### config.mk
export PLATFORM = sky130hd
export DESIGN_NAME = kmp_stream_matcher_top_flat
export DESIGN_NICKNAME = d
export VERILOG_FILES = /design/src/hdl/kmpsm_pkg.sv /design/src/hdl/kmpsm_text_if.sv /design/src/hdl/kmpsm_result_if.sv /design/src/hdl/kmpsm_cfg_if.sv /design/src/hdl/kmpsm_cell.sv /design/src/hdl/kmp_stream_matcher_top.sv /design/src/flat_wrapper.sv
export SDC_FILE = /design/constraint.sdc
export NUM_CORES = 1
export LEC_CHECK = 0
export ABC_CLOCK_PERIOD_IN_PS = 5150
export BUFFER_PORTS_ARGS = -buffer_cell sky130_fd_sc_hd__clkbuf_2
export CORE_UTILIZATION = 50
export CTS_CLUSTER_DIAMETER = 30
export CTS_CLUSTER_SIZE = 14
export DETAILED_ROUTE_END_ITERATION = 16
export GPL_TIMING_DRIVEN = 0
export PLACE_DENSITY = 0.68
export SYNTH_ARGS = -nofsm -noshare
export SYNTH_HDL_FRONTEND = slang
export SYNTH_SLANG_ARGS = --single-unit
### constraint.sdc
create_clock -name clk -period 5.15 [get_ports clk]
set_input_delay 0.515 -clock clk [delete_from_list [all_inputs] [get_ports clk]]
set_output_delay 0.515 -clock clk [all_outputs]
set_load 0.02 [all_outputs]
### src/hdl/kmpsm_pkg.sv
// shared types and constants of the streaming pattern matcher
`timescale 1ns / 1ps

package kmpsm_pkg;

  // fixed field widths
  localparam int unsigned ByteW   = 8;
  localparam int unsigned LenW    = 5;
  localparam int unsigned WordW   = 64;
  localparam int unsigned StartW  = 16;
  localparam int unsigned IndexW  = 2;
  localparam int unsigned WordBytes = 8;

  // register indexes on the configuration channel
  typedef enum logic [IndexW-1:0] {
    REG_PATTERN_LENGTH = 2'd0,
    REG_PATTERN_LOW    = 2'd1,
    REG_PATTERN_HIGH   = 2'd2
  } reg_index_t;

  // reset value of the pattern length register
  localparam logic [LenW-1:0] LenReset = 5'd1;

  // control broadcast from the top level to every cell
  typedef struct packed {
    logic             advance;    // an item is accepted this cycle
    logic             restart;    // the item opens a new text
    logic [ByteW-1:0] text_byte;  // the byte of the item
  } cell_ctl_t;

endpackage

### src/hdl/kmpsm_text_if.sv
// text byte channel
`timescale 1ns / 1ps

interface kmpsm_text_if;
  logic                       valid;
  logic                       ready;
  logic [kmpsm_pkg::ByteW-1:0] text_byte;
  logic                       start_of_text;

  modport source (output valid, output text_byte, output start_of_text, input ready);
  modport sink   (input valid, input text_byte, input start_of_text, output ready);
endinterface

### src/hdl/kmpsm_result_if.sv
// match result channel
`timescale 1ns / 1ps

interface kmpsm_result_if;
  logic                         valid;
  logic                         ready;
  logic                         match_found;
  logic [kmpsm_pkg::StartW-1:0] match_start;

  modport source (output valid, output match_found, output match_start, input ready);
  modport sink   (input valid, input match_found, input match_start, output ready);
endinterface

### src/hdl/kmpsm_cfg_if.sv
// configuration write channel
`timescale 1ns / 1ps

interface kmpsm_cfg_if;
  logic                         valid;
  logic                         ready;
  logic [kmpsm_pkg::IndexW-1:0] index;
  logic [kmpsm_pkg::WordW-1:0]  data;

  modport source (output valid, output index, output data, input ready);
  modport sink   (input valid, input index, input data, output ready);
endinterface

### src/hdl/kmpsm_cell.sv
// one matcher cell: a pattern byte and the flag of the prefix that ends at it
`timescale 1ns / 1ps

module kmpsm_cell (
  input  logic                          clk,
  input  logic                          rst,
  input  kmpsm_pkg::cell_ctl_t          ctl,
  input  logic [kmpsm_pkg::ByteW-1:0]   load_byte,
  input  logic                          load_last,
  input  logic                          reset_last,
  input  logic                          chain_in,
  output logic                          match,
  output logic                          hit
);

  logic [kmpsm_pkg::ByteW-1:0] pat_byte;
  logic                        is_last;
  logic [kmpsm_pkg::ByteW-1:0] cmp_byte;
  logic                        last_eff;
  logic                        match_next;

  // a new text compares against the freshly loaded byte
  always_comb begin
    cmp_byte   = ctl.restart ? load_byte : pat_byte;
    last_eff   = ctl.restart ? load_last : is_last;
    match_next = chain_in && (ctl.text_byte == cmp_byte);
    hit        = match_next && last_eff;
  end

  // flag moves on with every item, pattern byte reloads at text start
  always_ff @(posedge clk) begin
    if (rst) begin
      match    <= 1'b0;
      pat_byte <= '0;
      is_last  <= reset_last;
    end else if (ctl.advance) begin
      match <= match_next;
      if (ctl.restart) begin
        pat_byte <= load_byte;
        is_last  <= load_last;
      end
    end
  end

endmodule

### src/hdl/kmp_stream_matcher_top.sv
// Streaming pattern matcher: finds every occurrence of a 1 to 16 byte pattern
// in a byte stream, overlapping ones included.
// Channels: text (valid/ready, text_byte, start_of_text) in, result
// (valid/ready, match_found, match_start) out, cfg (valid/ready, index, data)
// writes pattern_length (0), pattern_low_bytes (1), pattern_high_bytes (2);
// other indexes are dropped. cfg is always ready.
// A byte with start_of_text set loads the pattern registers into the cells
// and restarts the position count at 0 for that byte.
// Every text byte gives one result item, registered in the cycle after it is accepted.
// One byte per cycle unless stalled: a row of MAX_PATTERN cells, each comparing
// the byte against its pattern byte and passing its prefix flag to the next cell.
// match_start is the occurrence's first byte position (low 16 bits), 0 with
// no match; the position count saturates at all ones.
// The result sits in an output register; a new byte is taken whenever that
// register is empty or being emptied, so a stalled receiver stalls the text
// channel after one result.
// Reset (synchronous): no result pending, pattern length 1, pattern bytes 0,
// position 0.
`timescale 1ns / 1ps

module kmp_stream_matcher_top #(
  parameter int unsigned MAX_PATTERN   = 16,
  parameter int unsigned POSITION_BITS = 16
) (
  input  logic clk,
  input  logic rst,
  kmpsm_text_if.sink     text,
  kmpsm_result_if.source result,
  kmpsm_cfg_if.sink      cfg
);

  localparam int unsigned LenW = kmpsm_pkg::LenW;
  localparam logic [LenW-1:0] MaxLen = LenW'(MAX_PATTERN);
  localparam logic [POSITION_BITS-1:0] PosMax = '1;

  // configuration registers
  logic [LenW-1:0]               pattern_length;
  logic [kmpsm_pkg::WordW-1:0]   pattern_low_bytes;
  logic [kmpsm_pkg::WordW-1:0]   pattern_high_bytes;

  // active length minus one, held for the text in progress
  logic [LenW-1:0]               act_len_m1;
  logic [POSITION_BITS-1:0]      byte_position;

  logic                          accept;
  kmpsm_pkg::cell_ctl_t          ctl;
  logic [LenW-1:0]               load_len_m1;
  logic [LenW-1:0]               len_m1_cur;
  logic [POSITION_BITS-1:0]      pos_cur;
  logic [POSITION_BITS-1:0]      pos_step;
  logic [POSITION_BITS-1:0]      start_pos;
  logic [MAX_PATTERN-1:0]        cell_match;
  logic [MAX_PATTERN-1:0]        cell_hit;
  logic [MAX_PATTERN-1:0]        chain;
  logic                          any_hit;

  logic                          out_valid;
  logic                          match_found;
  logic [kmpsm_pkg::StartW-1:0]  match_start;

  // register writes
  assign cfg.ready = 1'b1;

  always_ff @(posedge clk) begin
    if (rst) begin
      pattern_length     <= kmpsm_pkg::LenReset;
      pattern_low_bytes  <= '0;
      pattern_high_bytes <= '0;
    end else if (cfg.valid) begin
      case (cfg.index)
        kmpsm_pkg::REG_PATTERN_LENGTH: pattern_length     <= cfg.data[LenW-1:0];
        kmpsm_pkg::REG_PATTERN_LOW:    pattern_low_bytes  <= cfg.data;
        kmpsm_pkg::REG_PATTERN_HIGH:   pattern_high_bytes <= cfg.data;
        default: ;
      endcase
    end
  end

  // input handshake and cell control
  assign text.ready = !out_valid || result.ready;
  assign accept     = text.valid && text.ready;

  always_comb begin
    ctl.advance   = accept;
    ctl.restart   = text.start_of_text;
    ctl.text_byte = text.text_byte;
  end

  // clamp the length register into 1..MAX_PATTERN
  always_comb begin
    if (pattern_length == '0) begin
      load_len_m1 = '0;
    end else if (pattern_length > MaxLen) begin
      load_len_m1 = MaxLen - LenW'(1);
    end else begin
      load_len_m1 = pattern_length - LenW'(1);
    end
  end

  // row of cells
  for (genvar k = 0; k < MAX_PATTERN; k++) begin : g_cell
    localparam int unsigned WordSel = k / kmpsm_pkg::WordBytes;
    localparam int unsigned ByteSel = k % kmpsm_pkg::WordBytes;
    logic [kmpsm_pkg::ByteW-1:0] load_byte;

    if (WordSel == 0) begin : g_low
      assign load_byte = pattern_low_bytes[ByteSel*kmpsm_pkg::ByteW +: kmpsm_pkg::ByteW];
    end else begin : g_high
      assign load_byte = pattern_high_bytes[ByteSel*kmpsm_pkg::ByteW +: kmpsm_pkg::ByteW];
    end

    // empty prefix always matches; a new text drops all longer prefixes
    if (k == 0) begin : g_head
      assign chain[k] = 1'b1;
    end else begin : g_link
      assign chain[k] = cell_match[k-1] && !ctl.restart;
    end

    kmpsm_cell u_cell (
      .clk        (clk),
      .rst        (rst),
      .ctl        (ctl),
      .load_byte  (load_byte),
      .load_last  (load_len_m1 == LenW'(k)),
      .reset_last (k == 0),
      .chain_in   (chain[k]),
      .match      (cell_match[k]),
      .hit        (cell_hit[k])
    );
  end

  assign any_hit = |cell_hit;

  // position of this byte and start of a completed occurrence
  always_comb begin
    len_m1_cur = ctl.restart ? load_len_m1 : act_len_m1;
    pos_cur    = ctl.restart ? '0 : byte_position;
    pos_step   = (pos_cur < PosMax) ? pos_cur + POSITION_BITS'(1) : pos_cur;
    if (pos_cur < POSITION_BITS'(len_m1_cur)) begin
      start_pos = '0;
    end else begin
      start_pos = pos_cur - POSITION_BITS'(len_m1_cur);
    end
  end

  // text state
  always_ff @(posedge clk) begin
    if (rst) begin
      act_len_m1    <= '0;
      byte_position <= '0;
    end else if (accept) begin
      act_len_m1    <= len_m1_cur;
      byte_position <= pos_step;
    end
  end

  // result register
  always_ff @(posedge clk) begin
    if (rst) begin
      out_valid   <= 1'b0;
      match_found <= 1'b0;
      match_start <= '0;
    end else if (accept) begin
      out_valid   <= 1'b1;
      match_found <= any_hit;
      match_start <= any_hit ? kmpsm_pkg::StartW'(start_pos) : '0;
    end else if (result.ready) begin
      out_valid <= 1'b0;
    end
  end

  assign result.valid       = out_valid;
  assign result.match_found = match_found;
  assign result.match_start = match_start;

endmodule

### src/flat_wrapper.sv
// flat-port wrapper written by rule: the top's interface ports become plain ports
module kmp_stream_matcher_top_flat 
#(
  parameter int unsigned MAX_PATTERN   = 16,
  parameter int unsigned POSITION_BITS = 16
)
  (clk, rst, text_valid, text_text_byte, text_start_of_text, text_ready, result_valid, result_match_found, result_match_start, result_ready, cfg_valid, cfg_index, cfg_data, cfg_ready);
  kmpsm_text_if text_i ();
  kmpsm_result_if result_i ();
  kmpsm_cfg_if cfg_i ();
  input  logic clk;
  input  logic rst;
  input wire logic [$bits(text_i.valid)-1:0] text_valid;
  input wire logic [$bits(text_i.text_byte)-1:0] text_text_byte;
  input wire logic [$bits(text_i.start_of_text)-1:0] text_start_of_text;
  output wire logic [$bits(text_i.ready)-1:0] text_ready;
  output wire logic [$bits(result_i.valid)-1:0] result_valid;
  output wire logic [$bits(result_i.match_found)-1:0] result_match_found;
  output wire logic [$bits(result_i.match_start)-1:0] result_match_start;
  input wire logic [$bits(result_i.ready)-1:0] result_ready;
  input wire logic [$bits(cfg_i.valid)-1:0] cfg_valid;
  input wire logic [$bits(cfg_i.index)-1:0] cfg_index;
  input wire logic [$bits(cfg_i.data)-1:0] cfg_data;
  output wire logic [$bits(cfg_i.ready)-1:0] cfg_ready;
  assign text_i.valid = text_valid;
  assign text_i.text_byte = text_text_byte;
  assign text_i.start_of_text = text_start_of_text;
  assign text_ready = text_i.ready;
  assign result_valid = result_i.valid;
  assign result_match_found = result_i.match_found;
  assign result_match_start = result_i.match_start;
  assign result_i.ready = result_ready;
  assign cfg_i.valid = cfg_valid;
  assign cfg_i.index = cfg_index;
  assign cfg_i.data = cfg_data;
  assign cfg_ready = cfg_i.ready;
  kmp_stream_matcher_top #(.MAX_PATTERN(MAX_PATTERN), .POSITION_BITS(POSITION_BITS)) u_core (.clk(clk), .rst(rst), .text(text_i), .result(result_i), .cfg(cfg_i));
endmodule
After elaboration in Yosys (flattened, before gate mapping) --
Cells that the tools add are included.
Storage, ports and cells: flip-flop bits (word level) 331, bits of input ports 80, output and inout port bits 20, logic and storage cells 193
Cells by class: $add $sub $neg 3, $lt $le $gt $ge 3, equal/unequal tests 33, muxes and demuxes 41, reduce and logical (&&, ||, !) cells 58
Operators with widths (number):
- equality test 8 bit | 16
- two-way mux 8 bit | 16
- two-way mux 16 bit | 4
- logical AND 1 bit | 47
- equality test 5 x 4 -> 1 bit, second input constant | 8
- equality test 5 x 3 -> 1 bit, second input constant | 4
- two-way mux 1 bit | 18
- adder 16 x 1 -> 16 bit, second input constant | 1
- < comparator 16 bit, second input constant | 1
- < comparator 16 x 5 -> 1 bit | 1
- OR reduction 16 bit | 1
- subtractor 16 x 5 -> 16 bit | 1
- two-way mux 5 bit | 3
- equality test 5 x 2 -> 1 bit, second input constant | 2
- zero test 5 bit | 2
- AND reduction 2 bit | 3
- equality test 5 x 1 -> 1 bit, second input constant | 1
- greater-than comparator 5 bit, second input constant | 1
- subtractor 5 x 1 -> 5 bit, second input constant | 1
- equality test 2 x 1 -> 1 bit, second input constant | 1
- equality test 2 bit, second input constant | 1
- zero test 1 bit | 2
- zero test 2 bit | 1
- nonzero test 2 bit | 1
- logical OR 1 bit | 1

Longest topological paths before layout --
word-level depth 8, gate-level depth with buffers 19, mapped depth without buffers 17

Hierarchy --
Synthesis repeated with hierarchy kept, for this count alone.
Second synthesis, totals: cells, all modules 1998, area, all modules 16748.6 µm²
By module, submodules not included:
- kmpsm_cell | times used 16, cells each 65, area each 584.3 µm², seq. area each 210.2 µm²
- kmp_stream_matcher_top | times used 1, cells each 958, area each 7399.6 µm², seq. area each 3443.3 µm²

Least setup slack after synthesis --
No wires, ideal clock.
path kind input to register, from input text_start_of_text, to register u_core.match_start, in the netlist u_core.result.match_start[13], library setup time 0.117 ns, arrival time 4.519 ns, data required time 5.033 ns, path slack 0.514 ns, stages 19, buffers on the path 7, path through buf_4 > buf_4 > buf_4 > buf_2 > buf_1 > buf_1 > mux2_2 > ha_1 > inv_1 > fa_1 > a21o_1 > a21o_1 > a21o_1 > or2_2 > clkbuf_1 > nor2_1 > nor3_1 > a21boi_0 > a32o_1
On the way: elaborated cells on any way between the ends 102, those cells by class 1 x add/sub; 1 x order compare; 16 x eq/ne; 36 x mux; 48 x reduce/logical
RTL lines:
- start, declared | line flat_wrapper.sv:15 | input wire logic [$bits(text_i.start_of_text)-1:0] text_start_of_text;
- two-way mux 5 bit (*) | line kmp_stream_matcher_top.sv:136 | len_m1_cur = ctl.restart ? load_len_m1 : act_len_m1;
- named net u_core.len_m1_cur[0] | line kmp_stream_matcher_top.sv:48 | logic [LenW-1:0] len_m1_cur;
- subtractor 16 x 5 -> 16 bit / < comparator 16 x 5 -> 1 bit (equally long branches) | line kmp_stream_matcher_top.sv:142, kmp_stream_matcher_top.sv:139
- two-way mux 16 bit (*) | line kmp_stream_matcher_top.sv:139 | if (pos_cur < POSITION_BITS'(len_m1_cur)) begin
- two-way mux 16 bit (*) | line kmp_stream_matcher_top.sv:166 | match_start <= any_hit ? kmpsm_pkg::StartW'(start_pos) : '0;
- end signal, assigned | line kmp_stream_matcher_top.sv:166
- end, declared | line kmp_stream_matcher_top.sv:59 | logic [kmpsm_pkg::StartW-1:0] match_start;
Mark *: on every way through the listed nets, which the timed path passes. The rest lies on a longest branch. A chain may end at the register's enable or synchronous reset.

Worst setup path in the final report --
from input text_start_of_text, to register u_core.match_start, in the netlist u_core.result.match_start[12]
On the way: cells in the longest elaborated chain, start to end 6, elaborated cells on any way between the ends 102, those cells by class 1 x add/sub; 1 x order compare; 16 x eq/ne; 36 x mux; 48 x reduce/logical
Ends and longest elaborated chain (line):
- parallel branches: the longest is 5 deep, another holds subtractor 16 x 5 -> 16 bit
- two-way mux 16 bit (*) | kmp_stream_matcher_top.sv:166
Every way passes the cells marked *.

==> results.tsv <==
metric	value	unit
clockBufferDepth	3	
crit_path_cell_trace	clkbuf_2 -> clkinv_1 -> clkbuf_1 -> clkbuf_2 -> clkbuf_1 -> or4_1 -> o21ai_0 -> ha_1 -> a21o_1 -> a21o_1 -> a21o_1 -> or2_2 -> clkbuf_1 -> or3_1 -> a2111oi_0 -> a32o_1	
p_switching	2114	uW
dp_hpwl	37590	um
timing.slew.headroom	10.81	%
met2_usage	56.27	%
clk_latency	0.59	ns
ys_seq_area_share	43.27	%
htree_levels	3	
hold_violations	0	
place_congestion	0.9696	
r2r-end	u_core.result.match_start[12]	
cts-root-buf	clkbuf_16	
antenna_found_initial	0	
grt.busiest_layer	met2	
leakagePower	0.006842	uW
slowest_delay	0.59	ns
grt_usage	34.90	%
p_comb_share	7.7	%
synth_flop_cell	dfxtp_1	
rrSetupSlack	0.31	ns
ant_nets	0	
synth_edf_count	0	
yosysWarnings	0	
setup_ws	0.08736	ns
synth.distinct_cells	70	
cpMaxStageDelayCell	a2111oi_0	
internal-power	5933	uW
fin_crit	5.063	ns
switching_share	26.27	%
die_width	177.0	um
wl	54430	um
syn_area	15310	um2
critPathBufInv	6	
cts_sinks	331	
cts_tree	yes	
slew_violations	0	
clockPowerShare	59.2	%
grt_overflow	0	
finalCritPeriodShare	98.30	%
grt_pass1_vias	14197	
grt_max_degree	20	
required	5.66	ns
fmax	0.1975	GHz
rows	63	
worstPathArrival	5.57	ns
io_pins	100	
path_class	primary input to flop	
clkTransAtPathRegs	0.05	ns
cp_top_family	buffers and inverters	
synthCells	1918	
avgSynthCellArea	7.984	um2
setup_viol	0	
rr_startpoint	u_core.pattern_length[0]	
peakVddDrop	0.3661	mV
area_delta_synth_final	22.83	%
route.detailed.drc	0	
worstSetupEndpointType	flop	
clock_skew	0.02965	ns
min_path_cells	3	
io_buffers	89	
power_frac_seq	33.1	%
drt-wirelength-per-cell	21.50	um
coreArea	29870	um2
cp.depth	16	
fin_cells	2532	
rsz0062_at_grt	false	
initial_core_util	51.26	%
die_area	31330	um2
min_path_type	primary input to flop	
crit_path_start	text_start_of_text	
first_pass_iters	5	
drive_above_1_share	12.14	%
cts_buffers	74	
initialDrtViolationCount	1253	
die_y	177.0	um
placed_cells	2397	
startpoint_type	primary input	
diodes	0	
grt_pass1_wl	82120	um
num_vias	14737	
synth.ff_latch_count	331	
final_nets	2170	
status	complete, no violations	
place_ws	-0.8681	ns
r2r_cells	16	
crit_end	u_core.result.match_start[12]	
syn_nets	2006	
pwr_density_cell	427.8	nW/um2
drv_cap	0	
avgViaCountPerCell	5.820	
path_max_fanout	10	
worst_slew_pin_slew	1.321	ns
grtUsageMet3	6.658	%
cts_setup_buffers	0	
synthArstFlopShare	0	%
use_met1	44.49	%
==> placed cells by master (no fill, tap or decap), types with 17 or more instances in the layout <==
cell type / n
a21oi_1: 282
buf_1: 17
buf_2: 18
clkbuf_1: 105
clkbuf_16: 75
clkbuf_2: 90
dfxtp_1: 331
mux2i_1: 103
nand2_1: 555
nand4_1: 23
nor2_1: 82
nor4_1: 25
xnor2_1: 85
xor2_1: 57
==> area by class of cell <==
type                    count  area [um2]
clock inverters            52       608.1
clock buffers              84        1951
plain buffers             149       635.6
flip-flops and latches    331        6626
fillers                  2611       11070
well taps                 390       488.0
multi-input cells        1425        8010
inverters                  12       45.04
repair buffers             89       445.4
==> worst reg2reg max path: cells and delay by family (launching register included) <==
| family | cells | cell delay, ns |
|---|---|---|
| AOI/OAI and AO/OA | 6 | 1.68 |
| adders and majority gates | 3 | 1.13 |
| and+or+nand+nor | 3 | 0.90 |
| buffers and inverters | 4 | 0.72 |
| DFF | 1 | 0.35 |
==> sequential cells by signal, indices dropped and copies added, names as in the netlist <==
register and count:
u_core.g_cell.u_cell.pat_byte 128, u_core.pattern_high_bytes 64, u_core.pattern_low_bytes 64, u_core.byte_position 16
u_core.g_cell.u_cell.is_last 16, u_core.result.match_start 16, u_core.g_cell.u_cell.match 15, u_core.act_len_m1 5
u_core.pattern_length 5, u_core.result.match_found 1, u_core.result.valid 1
==> layer usage <==
metal / vias to the layer above / share of wire, %
met4: 0 / 4.9
met3: 162 / 8.3
met2: 658 / 45
met1: 7063 / 41
li1: 6854 / -
met5: - / 0
==> worst min path at each step <==
stage	slack, ns	startpoint	end
floorplan	0.43	u_core.g_cell[8].u_cell.is_last	u_core.g_cell[8].u_cell.is_last
global placement	0.43	u_core.g_cell[8].u_cell.is_last	u_core.g_cell[8].u_cell.is_last
detailed placement	0.44	u_core.pattern_low_bytes[26]	u_core.g_cell[3].u_cell.pat_byte[2]
CTS	0.16	cfg_data[56]	u_core.pattern_high_bytes[56]
global route	0.18	cfg_data[57]	u_core.pattern_high_bytes[57]
finish	0.17	cfg_data[25]	u_core.pattern_low_bytes[25]
==> repair_timing <==
action,CTS,global route
gates cloned,0,0
hold buffers,0,0
setup endpoints to repair,10,3
hold endpoints to repair,0,0
gates resized for setup,2,1
==> power by group through the flow <==
stage	clock [uW]	sequential [uW]	combinational (uW)
2_1_floorplan	0	2700	376
6_report	4760	2660	623
3_3_place_gp	0	2710	598
5_1_grt	4940	2660	660
4_1_cts	4790	2660	607
3_5_place_dp	0	2710	603
==> cells in the mapped netlist, drive strengths merged (7+ instances only) <==
cell type / n / share of area (%)
nor3: 10 / 0.33
mux2i: 103 / 6.7
clkbuf: 100 / 2.5
ha: 7 / 0.57
a211oi: 11 / 0.54
xnor2: 85 / 4.9
nor4: 25 / 1.0
o211ai: 7 / 0.34
nand2: 555 / 14
nor2: 82 / 2.0
dfxtp: 331 / 43
buf: 50 / 1.7
xor2: 57 / 3.3
o21ai: 16 / 0.52
nand4: 23 / 0.94
a22oi: 16 / 0.78
and3: 11 / 0.45
inv: 11 / 0.27
nand3: 9 / 0.29
a32o: 11 / 0.72
and4: 14 / 0.80
nor2b: 16 / 0.65
a21oi: 282 / 9.2
==> cells by family (layout without fill, tap and decap cells) <==
group                    Yosys count  count (layout)  share of synthesized area [%]
AND/OR/NAND/NOR                  779             779                          21.79
AO/OA/AOI/OAI                    389             389                          14.69
flip-flops                       331             331                          43.27
buffers and inverters            162             386                          4.453
XOR/XNOR                         142             142                          8.122
multiplexers                     104             104                          6.806
adder cells (fa/ha/maj)           10              10                         0.8415
other                              1               1                        0.02449
==> through the flow <==
| stage | power [uW] | TNS (ns) | util, % | hold WS [ns] | cell area (um2) |
|---|---|---|---|---|---|
| 2_1_floorplan | 3071 | 0 | - | 0.4274 | 15310 |
| 3_3_place_gp | 3304 | -9.036 | 54.38 | 0.4343 | 16250 |
| 3_5_place_dp | 3311 | -9.448 | 54.38 | 0.4424 | 16250 |
| 4_1_cts | 8053 | 0 | 62.96 | 0.1597 | 18810 |
| 5_1_grt | 8262 | 0 | 62.96 | 0.1806 | 18810 |
| 6_report | 8047 | 0 | 62.96 | 0.1726 | 18810 |
Note: power is estimated with default switching activity, not from simulation.
